`config.mk`:
```
export PLATFORM = sky130hd
export DESIGN_NAME = text_line_number_visible_filter
export DESIGN_NICKNAME = d
export VERILOG_FILES = /design/src/rtl/tlnf_pkg.sv /design/src/rtl/tlnf_front.sv /design/src/rtl/tlnf_queue.sv /design/src/rtl/tlnf_back.sv /design/src/rtl/text_line_number_visible_filter.sv
export VERILOG_INCLUDE_DIRS = /design/src /design/src/rtl
export SDC_FILE = /design/constraint.sdc
export NUM_CORES = 1
export LEC_CHECK = 0
export CORE_MARGIN = 1.5
export CORE_UTILIZATION = 25
export CTS_CLUSTER_DIAMETER = 120
export DETAILED_ROUTE_END_ITERATION = 10
export DONT_BUFFER_PORTS = 1
export HOLD_SLACK_MARGIN = 0.15
export SLEW_MARGIN = 20
export SYNTH_ARGS = -nofsm -noshare
export SYNTH_HDL_FRONTEND = slang
export SYNTH_SLANG_ARGS = --single-unit
```
`constraint.sdc`:
```
create_clock -name clk -period 5.9 [get_ports clk]
set_input_delay 0 -clock clk [delete_from_list [all_inputs] [get_ports clk]]
set_output_delay 0 -clock clk [all_outputs]
set_load 0.02 [all_outputs]
```
`src/rtl/text_line_number_visible_filter_macros.svh`:
```
// assertion helpers for the listing filter
`ifndef TEXT_LINE_NUMBER_VISIBLE_FILTER_MACROS_SVH
`define TEXT_LINE_NUMBER_VISIBLE_FILTER_MACROS_SVH

`ifndef SYNTHESIS
// same-cycle implication
`define TLNF_ASSERT_NOW(name, clk, rst_n, ante, cons) \
	name: assert property (@(posedge clk) disable iff (!rst_n) (ante) |-> (cons)) \
		else $error("tlnf check failed");
// next-cycle implication
`define TLNF_ASSERT_NEXT(name, clk, rst_n, ante, cons) \
	name: assert property (@(posedge clk) disable iff (!rst_n) (ante) |=> (cons)) \
		else $error("tlnf check failed");
`else
`define TLNF_ASSERT_NOW(name, clk, rst_n, ante, cons)
`define TLNF_ASSERT_NEXT(name, clk, rst_n, ante, cons)
`endif

`endif

```
`src/rtl/tlnf_pkg.sv`:
```
package tlnf_pkg;

	localparam int NUM_DIGITS = 6;
	localparam int BODY_MAX   = 4;
	localparam int QDEPTH     = 2;
	localparam int QPTR_W     = $clog2(QDEPTH);
	localparam int QCNT_W     = $clog2(QDEPTH + 1);

	localparam logic [3:0] TAB_POS  = 4'd6;
	localparam logic [3:0] BODY_POS = 4'd7;

	localparam logic [23:0] BCD_ONE = 24'h000001;
	localparam logic [23:0] BCD_MAX = 24'h999999;

	localparam logic [7:0] CH_TAB    = 8'h09;
	localparam logic [7:0] CH_NL     = 8'h0A;
	localparam logic [7:0] CH_SPACE  = 8'h20;
	localparam logic [7:0] CH_DOLLAR = 8'h24;
	localparam logic [7:0] CH_DASH   = 8'h2D;
	localparam logic [7:0] CH_QMARK  = 8'h3F;
	localparam logic [7:0] CH_I      = 8'h49;
	localparam logic [7:0] CH_M      = 8'h4D;
	localparam logic [7:0] CH_CARET  = 8'h5E;
	localparam logic [7:0] CH_DEL    = 8'h7F;
	localparam logic [7:0] CH_HIGH   = 8'h80;
	localparam logic [7:0] CH_META_P = 8'hA0;
	localparam logic [7:0] CH_FF     = 8'hFF;

	typedef enum logic [2:0] {
		REG_NUM_ALL,
		REG_NUM_NONBLANK,
		REG_SQUEEZE,
		REG_SHOW_ENDS,
		REG_SHOW_TABS,
		REG_SHOW_NONPRINT
	} cfg_reg_t;

	typedef struct packed {
		logic [7:0] in_byte;
		logic       file_start;
	} in_t;

	typedef struct packed {
		logic [7:0] out_byte;
		logic       run_last;
	} out_t;

	typedef struct packed {
		logic number_all_lines;
		logic number_nonblank_lines;
		logic squeeze_blank;
		logic show_line_ends;
		logic show_tabs;
		logic show_nonprinting;
	} cfg_t;

	// one queued run: optional number prefix and one to four body bytes
	typedef struct packed {
		logic                     num_en;
		logic [23:0]              number;
		logic [BODY_MAX-1:0][7:0] body;
		logic [1:0]               body_last;
	} run_t;

	typedef struct packed {
		logic full;
		logic empty;
	} q_stat_t;

endpackage

```
`src/rtl/tlnf_front.sv`:
```
module tlnf_front import tlnf_pkg::*; (
	input  logic       clk,
	input  logic       arst_n,
	input  logic       in_valid,
	input  in_t        in_data,
	input  q_stat_t    q_stat,
	input  logic       cfg_we,
	input  logic [2:0] cfg_index,
	input  logic       cfg_data,
	output logic       push,
	output run_t       push_run
);

	cfg_t        cfg_q;
	logic [23:0] bcd_q;
	logic        prev_nl_q;
	logic        nas_q;
	logic [1:0]  blank_run_q;

	logic        accept;
	logic [7:0]  c;
	logic        is_nl;
	logic        is_tab;
	logic [1:0]  br;
	logic        nas;
	logic        drop;
	logic        show_num;
	logic        literal;
	logic [1:0]  br_n;
	logic        nas_n;
	logic        prev_nl_n;
	logic [23:0] bcd_n;
	logic [BODY_MAX-1:0][7:0] body;
	logic [1:0]  body_last;

	function automatic logic [23:0] bcd_inc(input logic [23:0] v);
		logic [23:0] r;
		logic        carry;
		r = v;
		carry = 1'b1;
		for (int i = 0; i < NUM_DIGITS; i++) begin
			if (carry) begin
				if (v[4*i +: 4] == 4'd9) begin
					r[4*i +: 4] = 4'd0;
				end else begin
					r[4*i +: 4] = v[4*i +: 4] + 4'd1;
					carry = 1'b0;
				end
			end
		end
		return r;
	endfunction

	assign accept = in_valid && !q_stat.full;
	assign c      = in_data.in_byte;
	assign is_nl  = (c == CH_NL);
	assign is_tab = (c == CH_TAB);

	always_comb begin
		br  = in_data.file_start ? 2'd0 : blank_run_q;
		nas = in_data.file_start ? 1'b0 : nas_q;

		drop = 1'b0;
		br_n = 2'd2;
		if (cfg_q.squeeze_blank && is_nl) begin
			if (br == 2'd1) begin
				drop = 1'b1;
				br_n = br;
			end else begin
				br_n = (br == 2'd0) ? 2'd1 : 2'd0;
			end
		end

		show_num = !drop && !nas && prev_nl_q &&
			((!cfg_q.number_nonblank_lines && cfg_q.number_all_lines) ||
			 (cfg_q.number_nonblank_lines && !is_nl));

		body      = '0;
		body_last = 2'd0;
		literal   = 1'b0;
		if (cfg_q.show_nonprinting && !is_tab && !is_nl) begin
			if (c >= CH_SPACE && c < CH_DEL) begin
				body[0] = c;
			end else if (c == CH_DEL) begin
				body[0] = CH_CARET;
				body[1] = CH_QMARK;
				body_last = 2'd1;
			end else if (c == CH_FF) begin
				body[0] = CH_M;
				body[1] = CH_DASH;
				body[2] = CH_CARET;
				body[3] = CH_QMARK;
				body_last = 2'd3;
			end else if (c >= CH_META_P) begin
				body[0] = CH_M;
				body[1] = CH_DASH;
				body[2] = {1'b0, c[6:0]};
				body_last = 2'd2;
			end else if (c >= CH_HIGH) begin
				body[0] = CH_M;
				body[1] = CH_DASH;
				body[2] = CH_CARET;
				body[3] = {2'b01, c[5:0]};
				body_last = 2'd3;
			end else begin
				body[0] = CH_CARET;
				body[1] = {2'b01, c[5:0]};
				body_last = 2'd1;
			end
		end else if (cfg_q.show_line_ends && is_nl) begin
			body[0] = CH_DOLLAR;
			body[1] = c;
			body_last = 2'd1;
			literal = 1'b1;
		end else if (cfg_q.show_tabs && is_tab) begin
			body[0] = CH_CARET;
			body[1] = CH_I;
			body_last = 2'd1;
		end else begin
			body[0] = c;
			literal = 1'b1;
		end

		nas_n     = show_num ? 1'b1 : nas;
		prev_nl_n = prev_nl_q;
		if (!drop && literal) begin
			nas_n     = 1'b0;
			prev_nl_n = is_nl;
		end

		bcd_n = bcd_q;
		if (show_num && bcd_q != BCD_MAX) begin
			bcd_n = bcd_inc(bcd_q);
		end
	end

	assign push               = accept && !drop;
	assign push_run.num_en    = show_num;
	assign push_run.number    = bcd_q;
	assign push_run.body      = body;
	assign push_run.body_last = body_last;

	always_ff @(posedge clk or negedge arst_n) begin
		if (!arst_n) begin
			cfg_q <= '0;
		end else if (cfg_we) begin
			unique case (cfg_index)
				REG_NUM_ALL:       cfg_q.number_all_lines      <= cfg_data;
				REG_NUM_NONBLANK:  cfg_q.number_nonblank_lines <= cfg_data;
				REG_SQUEEZE:       cfg_q.squeeze_blank         <= cfg_data;
				REG_SHOW_ENDS:     cfg_q.show_line_ends        <= cfg_data;
				REG_SHOW_TABS:     cfg_q.show_tabs             <= cfg_data;
				REG_SHOW_NONPRINT: cfg_q.show_nonprinting      <= cfg_data;
				default: ;
			endcase
		end
	end

	always_ff @(posedge clk or negedge arst_n) begin
		if (!arst_n) begin
			bcd_q       <= BCD_ONE;
			prev_nl_q   <= 1'b1;
			nas_q       <= 1'b0;
			blank_run_q <= 2'd0;
		end else if (accept) begin
			bcd_q       <= bcd_n;
			prev_nl_q   <= prev_nl_n;
			nas_q       <= nas_n;
			blank_run_q <= br_n;
		end
	end

endmodule

```
`src/rtl/tlnf_queue.sv`:
```
module tlnf_queue import tlnf_pkg::*; (
	input  logic    clk,
	input  logic    arst_n,
	input  logic    push,
	input  run_t    push_run,
	input  logic    pop,
	output run_t    head,
	output q_stat_t q_stat
);

	run_t              mem [QDEPTH];
	logic [QPTR_W-1:0] wr_ptr_q;
	logic [QPTR_W-1:0] rd_ptr_q;
	logic [QCNT_W-1:0] count_q;

	assign head         = mem[rd_ptr_q];
	assign q_stat.full  = (count_q == QCNT_W'(QDEPTH));
	assign q_stat.empty = (count_q == '0);

	always_ff @(posedge clk) begin
		if (push) begin
			mem[wr_ptr_q] <= push_run;
		end
	end

	always_ff @(posedge clk or negedge arst_n) begin
		if (!arst_n) begin
			wr_ptr_q <= '0;
			rd_ptr_q <= '0;
			count_q  <= '0;
		end else begin
			if (push) begin
				wr_ptr_q <= (wr_ptr_q == QPTR_W'(QDEPTH - 1)) ? '0 : wr_ptr_q + 1'b1;
			end
			if (pop) begin
				rd_ptr_q <= (rd_ptr_q == QPTR_W'(QDEPTH - 1)) ? '0 : rd_ptr_q + 1'b1;
			end
			if (push && !pop) begin
				count_q <= count_q + 1'b1;
			end else if (pop && !push) begin
				count_q <= count_q - 1'b1;
			end
		end
	end

endmodule

```
`src/rtl/tlnf_back.sv`:
```
module tlnf_back import tlnf_pkg::*; (
	input  logic    clk,
	input  logic    arst_n,
	input  run_t    head,
	input  q_stat_t q_stat,
	output logic    pop,
	output logic    out_valid,
	input  logic    out_stall,
	output out_t    out_data
);

	logic [3:0] pos_q;
	logic       out_valid_q;
	out_t       out_q;

	logic [3:0] sel;
	logic [1:0] body_idx;
	logic [NUM_DIGITS-1:0][7:0] num_chars;
	logic       lead;
	logic [3:0] d;
	logic [7:0] byte_n;
	logic       last_n;
	logic       load;

	// digit chars, most significant first, leading zeros blanked
	always_comb begin
		lead = 1'b1;
		for (int i = NUM_DIGITS - 1; i >= 0; i--) begin
			d = head.number[4*i +: 4];
			lead = lead && (d == 4'd0) && (i > 0);
			num_chars[NUM_DIGITS-1-i] = lead ? CH_SPACE : {4'h3, d};
		end
	end

	assign sel      = head.num_en ? pos_q : pos_q + BODY_POS;
	assign body_idx = 2'(sel - BODY_POS);

	always_comb begin
		last_n = 1'b0;
		if (sel < TAB_POS) begin
			byte_n = num_chars[sel[2:0]];
		end else if (sel == TAB_POS) begin
			byte_n = CH_TAB;
		end else begin
			byte_n = head.body[body_idx];
			last_n = (body_idx == head.body_last);
		end
	end

	assign load = (!out_valid_q || !out_stall) && !q_stat.empty;
	assign pop  = load && last_n;

	always_ff @(posedge clk or negedge arst_n) begin
		if (!arst_n) begin
			pos_q       <= '0;
			out_valid_q <= 1'b0;
		end else begin
			if (!out_valid_q || !out_stall) begin
				out_valid_q <= !q_stat.empty;
			end
			if (load) begin
				pos_q <= last_n ? 4'd0 : pos_q + 4'd1;
			end
		end
	end

	always_ff @(posedge clk) begin
		if (load) begin
			out_q.out_byte <= byte_n;
			out_q.run_last <= last_n;
		end
	end

	assign out_valid = out_valid_q;
	assign out_data  = out_q;

endmodule

```
`src/rtl/text_line_number_visible_filter.sv`:
```
// channel  dir  handshake            beat
// in       in   in_valid/in_stall    in_data: in_byte, file_start
// out      out  out_valid/out_stall  out_data: out_byte, run_last
// cfg      in   cfg_we               cfg_index, cfg_data
//
// one input beat per cycle while the two-entry run queue has room
// each run drains at one output byte per cycle while out_stall is low, 0 to 11 bytes per input beat
// a squeezed blank line gives no output and takes no queue entry
// output is registered; a run's first byte is loaded from the queue head when out_stall allows
// arst_n clears config, line counter (to 1) and queue; no clearing pass
`include "text_line_number_visible_filter_macros.svh"

module text_line_number_visible_filter import tlnf_pkg::*; (
	input  logic       clk,
	input  logic       arst_n,
	input  logic       in_valid,
	output logic       in_stall,
	input  in_t        in_data,
	output logic       out_valid,
	input  logic       out_stall,
	output out_t       out_data,
	input  logic       cfg_we,
	input  logic [2:0] cfg_index,
	input  logic       cfg_data
);

	q_stat_t q_stat;
	logic    push;
	logic    pop;
	run_t    push_run;
	run_t    head;

	assign in_stall = q_stat.full;

	tlnf_front u_front (
		.clk      (clk),
		.arst_n   (arst_n),
		.in_valid (in_valid),
		.in_data  (in_data),
		.q_stat   (q_stat),
		.cfg_we   (cfg_we),
		.cfg_index(cfg_index),
		.cfg_data (cfg_data),
		.push     (push),
		.push_run (push_run)
	);

	tlnf_queue u_queue (
		.clk     (clk),
		.arst_n  (arst_n),
		.push    (push),
		.push_run(push_run),
		.pop     (pop),
		.head    (head),
		.q_stat  (q_stat)
	);

	tlnf_back u_back (
		.clk      (clk),
		.arst_n   (arst_n),
		.head     (head),
		.q_stat   (q_stat),
		.pop      (pop),
		.out_valid(out_valid),
		.out_stall(out_stall),
		.out_data (out_data)
	);

	// a queued run is visible to the back end on the next cycle
	`TLNF_ASSERT_NEXT(a_push_fills, clk, arst_n, push, !q_stat.empty)
	// a run only retires from a non-empty queue
	`TLNF_ASSERT_NOW(a_pop_nonempty, clk, arst_n, pop, !q_stat.empty)
	// a new output beat comes from a queued run
	`TLNF_ASSERT_NOW(a_out_source, clk, arst_n, $rose(out_valid), $past(!q_stat.empty))

endmodule

```
### Word level (Yosys, flattened, before mapping)

Memory sizes are Yosys's and may differ from the RTL's.
Index checks and enable logic that the tools add are counted.

* register bits after elaboration: 52
* bits in writable memories: 118
* bits of input ports: 18
* output and inout bits: 11
* memories kept: 1

Memories
* u_queue.mem: depth 2, width 59, rd ports 1, clocked after memory_dff 0, wr ports 1, RTL line tlnf_queue.sv:11 `run_t mem [QDEPTH];`

* add/sub/neg operators: 13
* order comparisons: 7
* eq/ne operators: 20
* mux-type cells: 80
* reductions and logical operators: 58

Operators with widths (number)
* 2-to-1 mux 16 bit: 10
* 2-to-1 mux 8 bit: 7
* 2-to-1 mux 24 bit: 2
* 2-to-1 mux 32 bit: 1
* 2-to-1 mux 4 bit: 8
* 2-to-1 mux 1 bit: 30
* 2-to-1 mux 15 bit: 2
* adder 4 x 1 -> 4 bit (second input constant): 7
* 2-to-1 mux 5 bit: 5
* binary-select mux 8 bit (select 3 bit): 1
* equality test 4 bit (second input constant): 6
* 2-to-1 mux 2 bit: 12
* != test 24 bit (second input constant): 1
* logical AND 1 bit: 23
* logical NOT 4 bit: 5
* binary-select mux 8 bit (select 2 bit): 1
* equality test 8 x 4 -> 1 bit (second input constant): 2
* >= comparator 8 bit (second input constant): 2
* AND reduction 2 bit: 8
* AND reduction 3 bit: 5
* logical NOT 1 bit: 11
* equality test 8 x 7 -> 1 bit (second input constant): 1
* equality test 8 bit (second input constant): 1
* >= comparator 8 x 6 -> 1 bit (second input constant): 1
* 21 further kinds: 26

### Logic depth before layout (Yosys ltp)

* word-level depth: 19
* gate-level depth with buffers: 14
* mapped depth without buffers: 12

### Hierarchy

From an unflattened synthesis, not the netlist that was laid out.

* cell total of the unflattened synthesis: 594
* area total of the unflattened synthesis: 8541.9 um2

By module, submodules not included
* tlnf_queue: times used 1, cells each 200, area an instance 4747.1 um2, seq. area each 3643.5 um2
* tlnf_front: times used 1, cells each 256, area an instance 2384.8 um2, seq. area each 853.3 um2
* tlnf_back: times used 1, cells each 138, area an instance 1410.1 um2, seq. area each 395.4 um2

### Least setup slack after synthesis

OpenSTA, ideal clock, no wires.

* path kind: register to register
* start: reg u_queue.count_q[0]
* end: mem u_queue.mem[0][0] (netlist bit) (enable)
* library setup time: 479 ps
* arrival time: 3625 ps
* required time: 5421 ps
* slack: 1797 ps
* stages on the path, launching flop included: 5
* cell sequence: dfrtp_1 nand2b_1 nand2_1 a21oi_1 nor2b_1

* cells in the longest elaborated chain, start to end: 6

Ends and longest elaborated chain
* start, declared: RTL line tlnf_queue.sv:14 `logic [QCNT_W-1:0] count_q;`
* start signal, assigned: RTL line tlnf_queue.sv:39 `count_q <= count_q + 1'b1;`
* start signal, assigned: RTL line tlnf_queue.sv:41 `count_q <= count_q - 1'b1;`
* equality test 2 bit: RTL line tlnf_queue.sv:17 `assign q_stat.full = (count_q == QCNT_W'(QDEPTH));`
* logical NOT 1 bit: RTL line tlnf_front.sv:54 `assign accept = in_valid && !q_stat.full;`
* logical AND 1 bit: RTL line tlnf_front.sv:54
* logical AND 1 bit: RTL line tlnf_front.sv:137 `assign push = accept && !drop;`
* named net push: RTL line text_line_number_visible_filter.sv:28 `logic push;`
* 2-to-1 mux 1 bit: RTL line tlnf_queue.sv:21 `if (push) begin`
* 2-to-1 mux 1 bit (implied by the code): RTL line tlnf_queue.sv:22 `mem[wr_ptr_q] <= push_run;`
* end, declared: RTL line tlnf_queue.sv:11

The timed path passes the listed nets, and every way through them passes these cells.

### Final worst setup path

* start: reg u_back.pos_q[0]
* end: reg u_queue.count_q[1]

* cells in the longest elaborated chain, start to end: 10

Ends and longest elaborated chain
* start, declared: RTL line tlnf_back.sv:12 `logic [3:0] pos_q;`
* start signal, assigned: RTL line tlnf_back.sv:62 `pos_q <= last_n ? 4'd0 : pos_q + 4'd1;`
* adder 4 x 3 -> 4 bit: RTL line tlnf_back.sv:35 `assign sel = head.num_en ? pos_q : pos_q + BODY_POS;`
* 2-to-1 mux 4 bit (*): RTL line tlnf_back.sv:35
* subtractor 2 bit: RTL line tlnf_back.sv:36 `assign body_idx = 2'(sel - BODY_POS);`
* equality test 2 bit: RTL line tlnf_back.sv:46 `last_n = (body_idx == head.body_last);`
* 2-to-1 mux 1 bit: RTL line tlnf_back.sv:42 `end else if (sel == TAB_POS) begin`
* 2-to-1 mux 1 bit (*): RTL line tlnf_back.sv:40 `if (sel < TAB_POS) begin`
* logical AND 1 bit (*): RTL line tlnf_back.sv:51 `assign pop = load && last_n;`
* logical NOT 1 bit: RTL line tlnf_queue.sv:38 `if (push && !pop) begin`
* logical AND 1 bit: RTL line tlnf_queue.sv:38
* 2-to-1 mux 2 bit or nonzero test 2 bit (tied branches)

Every way passes the cells marked *; elsewhere a longest branch is shown, timed or not.
A chain may end at the register's enable or synchronous reset.

==> summary.txt <==
Floorplanning
  – Die area: 33200 sq um
  – Starting Density: 0.254
  – Area of the core: 31600 sq um
  – Die Ht: 182 um
  – DIE WIDTH: 182 um
  – I/O pins: 29
  – Core Rows: 65

CTS
  – Clock Tree Root: clkbuf_16
  – Clk buf depth: 2
  – H-tree depth: 4
  – Clk_lat worst skew: 0.43 ns
  – Total CTS buffers: 17
  – CTS resizes: 0
  – CTS sink count: 166
  – Reg clk slew, reported paths: 0.06 ns
  – TritonCTS clock tree: yes

Critical path
  – Req. time, crit path: 6.25 ns
  – Crit. End Element: register
  – Crit Path Max Fanout: 20
  – Crit path max-delay family: flip-flops
  – Critical Path Start Type: register
  – Largest stage delay on the critical path: 0.90 ns
  – Critical path buffers and inverters: 2
  – Crit-path slowest cell: dfrtp_1
  – CP Class: reg2reg
  – Critical path, cell by cell: inv_2 > ha_1 > nand2b_1 > a31oi_2 > nor2_1 > a32o_1 > nor3_4 > inv_1 > ha_1 > xor2_1 > nor2_1 > xor2_1
  – Crit path DAT: 3.95 ns

Layout
  – N_diodes: 0
  – Share of cells above drive strength 1: 0.126
  – Final non-filler cell total: 1079
  – Nets: 685
  – Synth-to-Final Area Change: 16.1%

Logic synthesis
  – Post-synth EDFFs: 123
  – Part of the Yosys area used for sequential elements: 0.595
  – Synth area leaders: edfxtp_1 (46%), dfrtp_1 (13%), mux2i_1 (5.1%)
  – Syn. warnings: 0
  – Syn Inst Count: 634
  – Mean area per synthesized cell: 12.6 sq um
  – Post-synthesis cell type count: 86
  – Async set-or-reset flop fraction in the synthesized netlist: 0.259
  – Post-Synthesis Cell Area: 8020 sq um
  – Share of the synthesized area in the top cell type: 0.461
  – Yosys reg bits: 166
  – Area leader, netlist: edfxtp_1
  – Top_reg_cell synth: edfxtp_1

Timing
  – Final Max Tran Viols: 0
  – Setup violators final: 0
  – Final hold violations: 0
  – Clk_skew: 0.0105 ns
  – FMAX: 278 MHz
  – Shortest period the worst path allows: 3.60 ns
  – Crit share post-route: 0.610
  – Setup TNS: 0 ns
  – Worst Tran Pin Value: 0.858 ns
  – Worst relative slew slack: 0.428
  – RSZ-0062 raised after global routing: false

Place
  – GPL Wtd Cong: 0.808
  – Dpl cells: 1019
  – Dpl hpwl: 12700 um
  – PortBufs: 0

Global routing
  – First-pass GRT wire length: 29400 um
  – Total gr overflow: 0
  – Initial antenna violation count: 0
  – Number of global-route vias before repair: 5100
  – Largest net degree at the start of global routing: 43
  – GR Util All Layers: 0.116

Drt
  – DRT iter0 DRCs: 384
  – Final ANT Viol Nets: 0
  – DR vias: 5146
  – DRC viols: 0
  – Avg WL per Cell: 17.1 um
  – Detailed Route WL: 18500 um
  – DR pass1 iterations: 5
  – Vias per cell: 4.77

Power and ir drop
  – Total power: 4.58 mW
  – Pwr/cell area: 492 nW/um^2
  – Leakage: 3.30 nW
  – Peak VDD IR: 0.000192 V

Min path
  – Worst hold path class: in2reg

Run
  – Max-Cap Viols: 0

Status
  – Status: finished clean
[layout by cell type (no fill, tap or decap), types with 7 or more instances in the layout]
| cell type | n |
|---|---|
| a21oi_1 | 19 |
| a22oi_1 | 7 |
| and2_1 | 7 |
| clkbuf_16 | 18 |
| dfrtp_1 | 40 |
| dlygate4sd3_1 | 26 |
| edfxtp_1 | 123 |
| inv_1 | 18 |
| mux2_2 | 12 |
| mux2i_1 | 41 |
| nand2_1 | 62 |
| nand3_1 | 29 |
| nor2_1 | 41 |
| nor2b_1 | 13 |
| nor3_1 | 14 |
| nor4_1 | 7 |
| o21ai_0 | 17 |
| xnor2_1 | 21 |
[logic make-up (layout without fill, tap and decap cells)]
family	after synthesis	in the layout	share of synthesized area
simple gates	224	224	0.148
xor+xnor	29	29	0.0359
mux	64	64	0.0930
other cells	1	2	0.000468
fa+ha+maj	3	3	0.00468
buf+inv	42	84	0.0300
flops	166	166	0.595
compound gates	105	105	0.0927
[cells in the mapped netlist (3+ instances only)]
cell      count
a211oi_1      6
a21o_1        3
a21oi_1      19
a221oi_1      3
a22oi_1       7
a32oi_1       3
and2_1        8
and3_1        6
and4_1        3
buf_2         7
buf_6         4
clkbuf_1      7
clkbuf_8      4
dfrtp_1      41
edfxtp_1    123
ha_1          3
inv_1        18
mux2_2       12
mux2i_1      41
mux4_2        4
nand2_1      62
nand2b_1      5
nand3_1      29
nand4_1       6
nand4b_1      3
nor2_1       41
nor2b_1      14
nor3_1       14
nor3b_1       6
nor4_1        7
o211ai_1      5
o21a_1        5
o21ai_0      17
o21ai_1       3
o22ai_1       6
or2_2         3
xnor2_1      21
xor2_1        5
[per-layer routing]
layer  vias to the layer above  part of all wire  track usage
met5                         -                 0            0
met4                         0             0.012       0.0337
met3                        12             0.047       0.0293
met2                       130              0.47        0.186
met1                      2552              0.47        0.154
li1                       2452                 -            -
[layout make-up]
class                   count  area [sq um]
clock buffers              22           475
inverters                  19          71.3
fillers                  3181         22200
well taps                 402           503
clock inverters            10           115
multi-input cells         427          3020
flip-flops and latches    166          4770
repair buffers             33           353
[where the power goes]
| part | internal, mW | switching, mW |
|---|---|---|
| sequential | 1.59 | 0.252 |
| combinational | 0.635 | 0.985 |
| clock | 0.663 | 0.456 |
[stage by stage]
stage	cell area, sq um	hold WS [ns]	utilization	setup slack, ns
floorplan	8020	-0.296	-	1.80
global placement	8400	-0.291	0.266	2.43
detailed placement	8400	-0.291	0.266	2.32
CTS	9310	0.163	0.295	2.31
global route	9310	0.202	0.295	2.03
finish	9310	0.173	0.295	2.30
[state kept, by name (all words and copies together), names as in the netlist, 2 cells and up]
register and count:
u_back.out_data 9, u_back.pos_q 4, u_front.bcd_q 24, u_front.blank_run_q 2
u_front.cfg_q 6, u_queue.count_q 2, u_queue.mem 114
[worst paths after layout]
| path | startpoint | to | slack (ns) | cells past startpoint |
|---|---|---|---|---|
| max reg2reg | u_back.pos_q[0] | u_queue.count_q[1] | 2.30 | 12 |
| max in group asynchronous | arst_n | u_queue.rd_ptr_q | 5.43 | 3 |
| min reg2reg | u_front.bcd_q[19] | u_queue.mem[1][53] | 0.53 | 0 |
| min in group asynchronous | arst_n | u_front.bcd_q[0] | 0.21 | 2 |
| max | u_back.pos_q[0] | u_queue.count_q[1] | 2.30 | 12 |
| min | in_data[2] | u_front.nas_q | 0.17 | 4 |
[tightest hold or removal path, cell delays in order]
cell,delay (ns)
o21ai_0,0.14
a22oi_1,0.17
nand2_1,0.13
o21a_1,0.12
[repair_timing]
action                                 in CTS  in global routing
endpoints found under the hold margin     122                  0
setup endpoints to repair                   0                  0
setup buffers                               0                  0
hold buffers                               28                  0
Note: power is estimated with default switching activity, not from simulation.
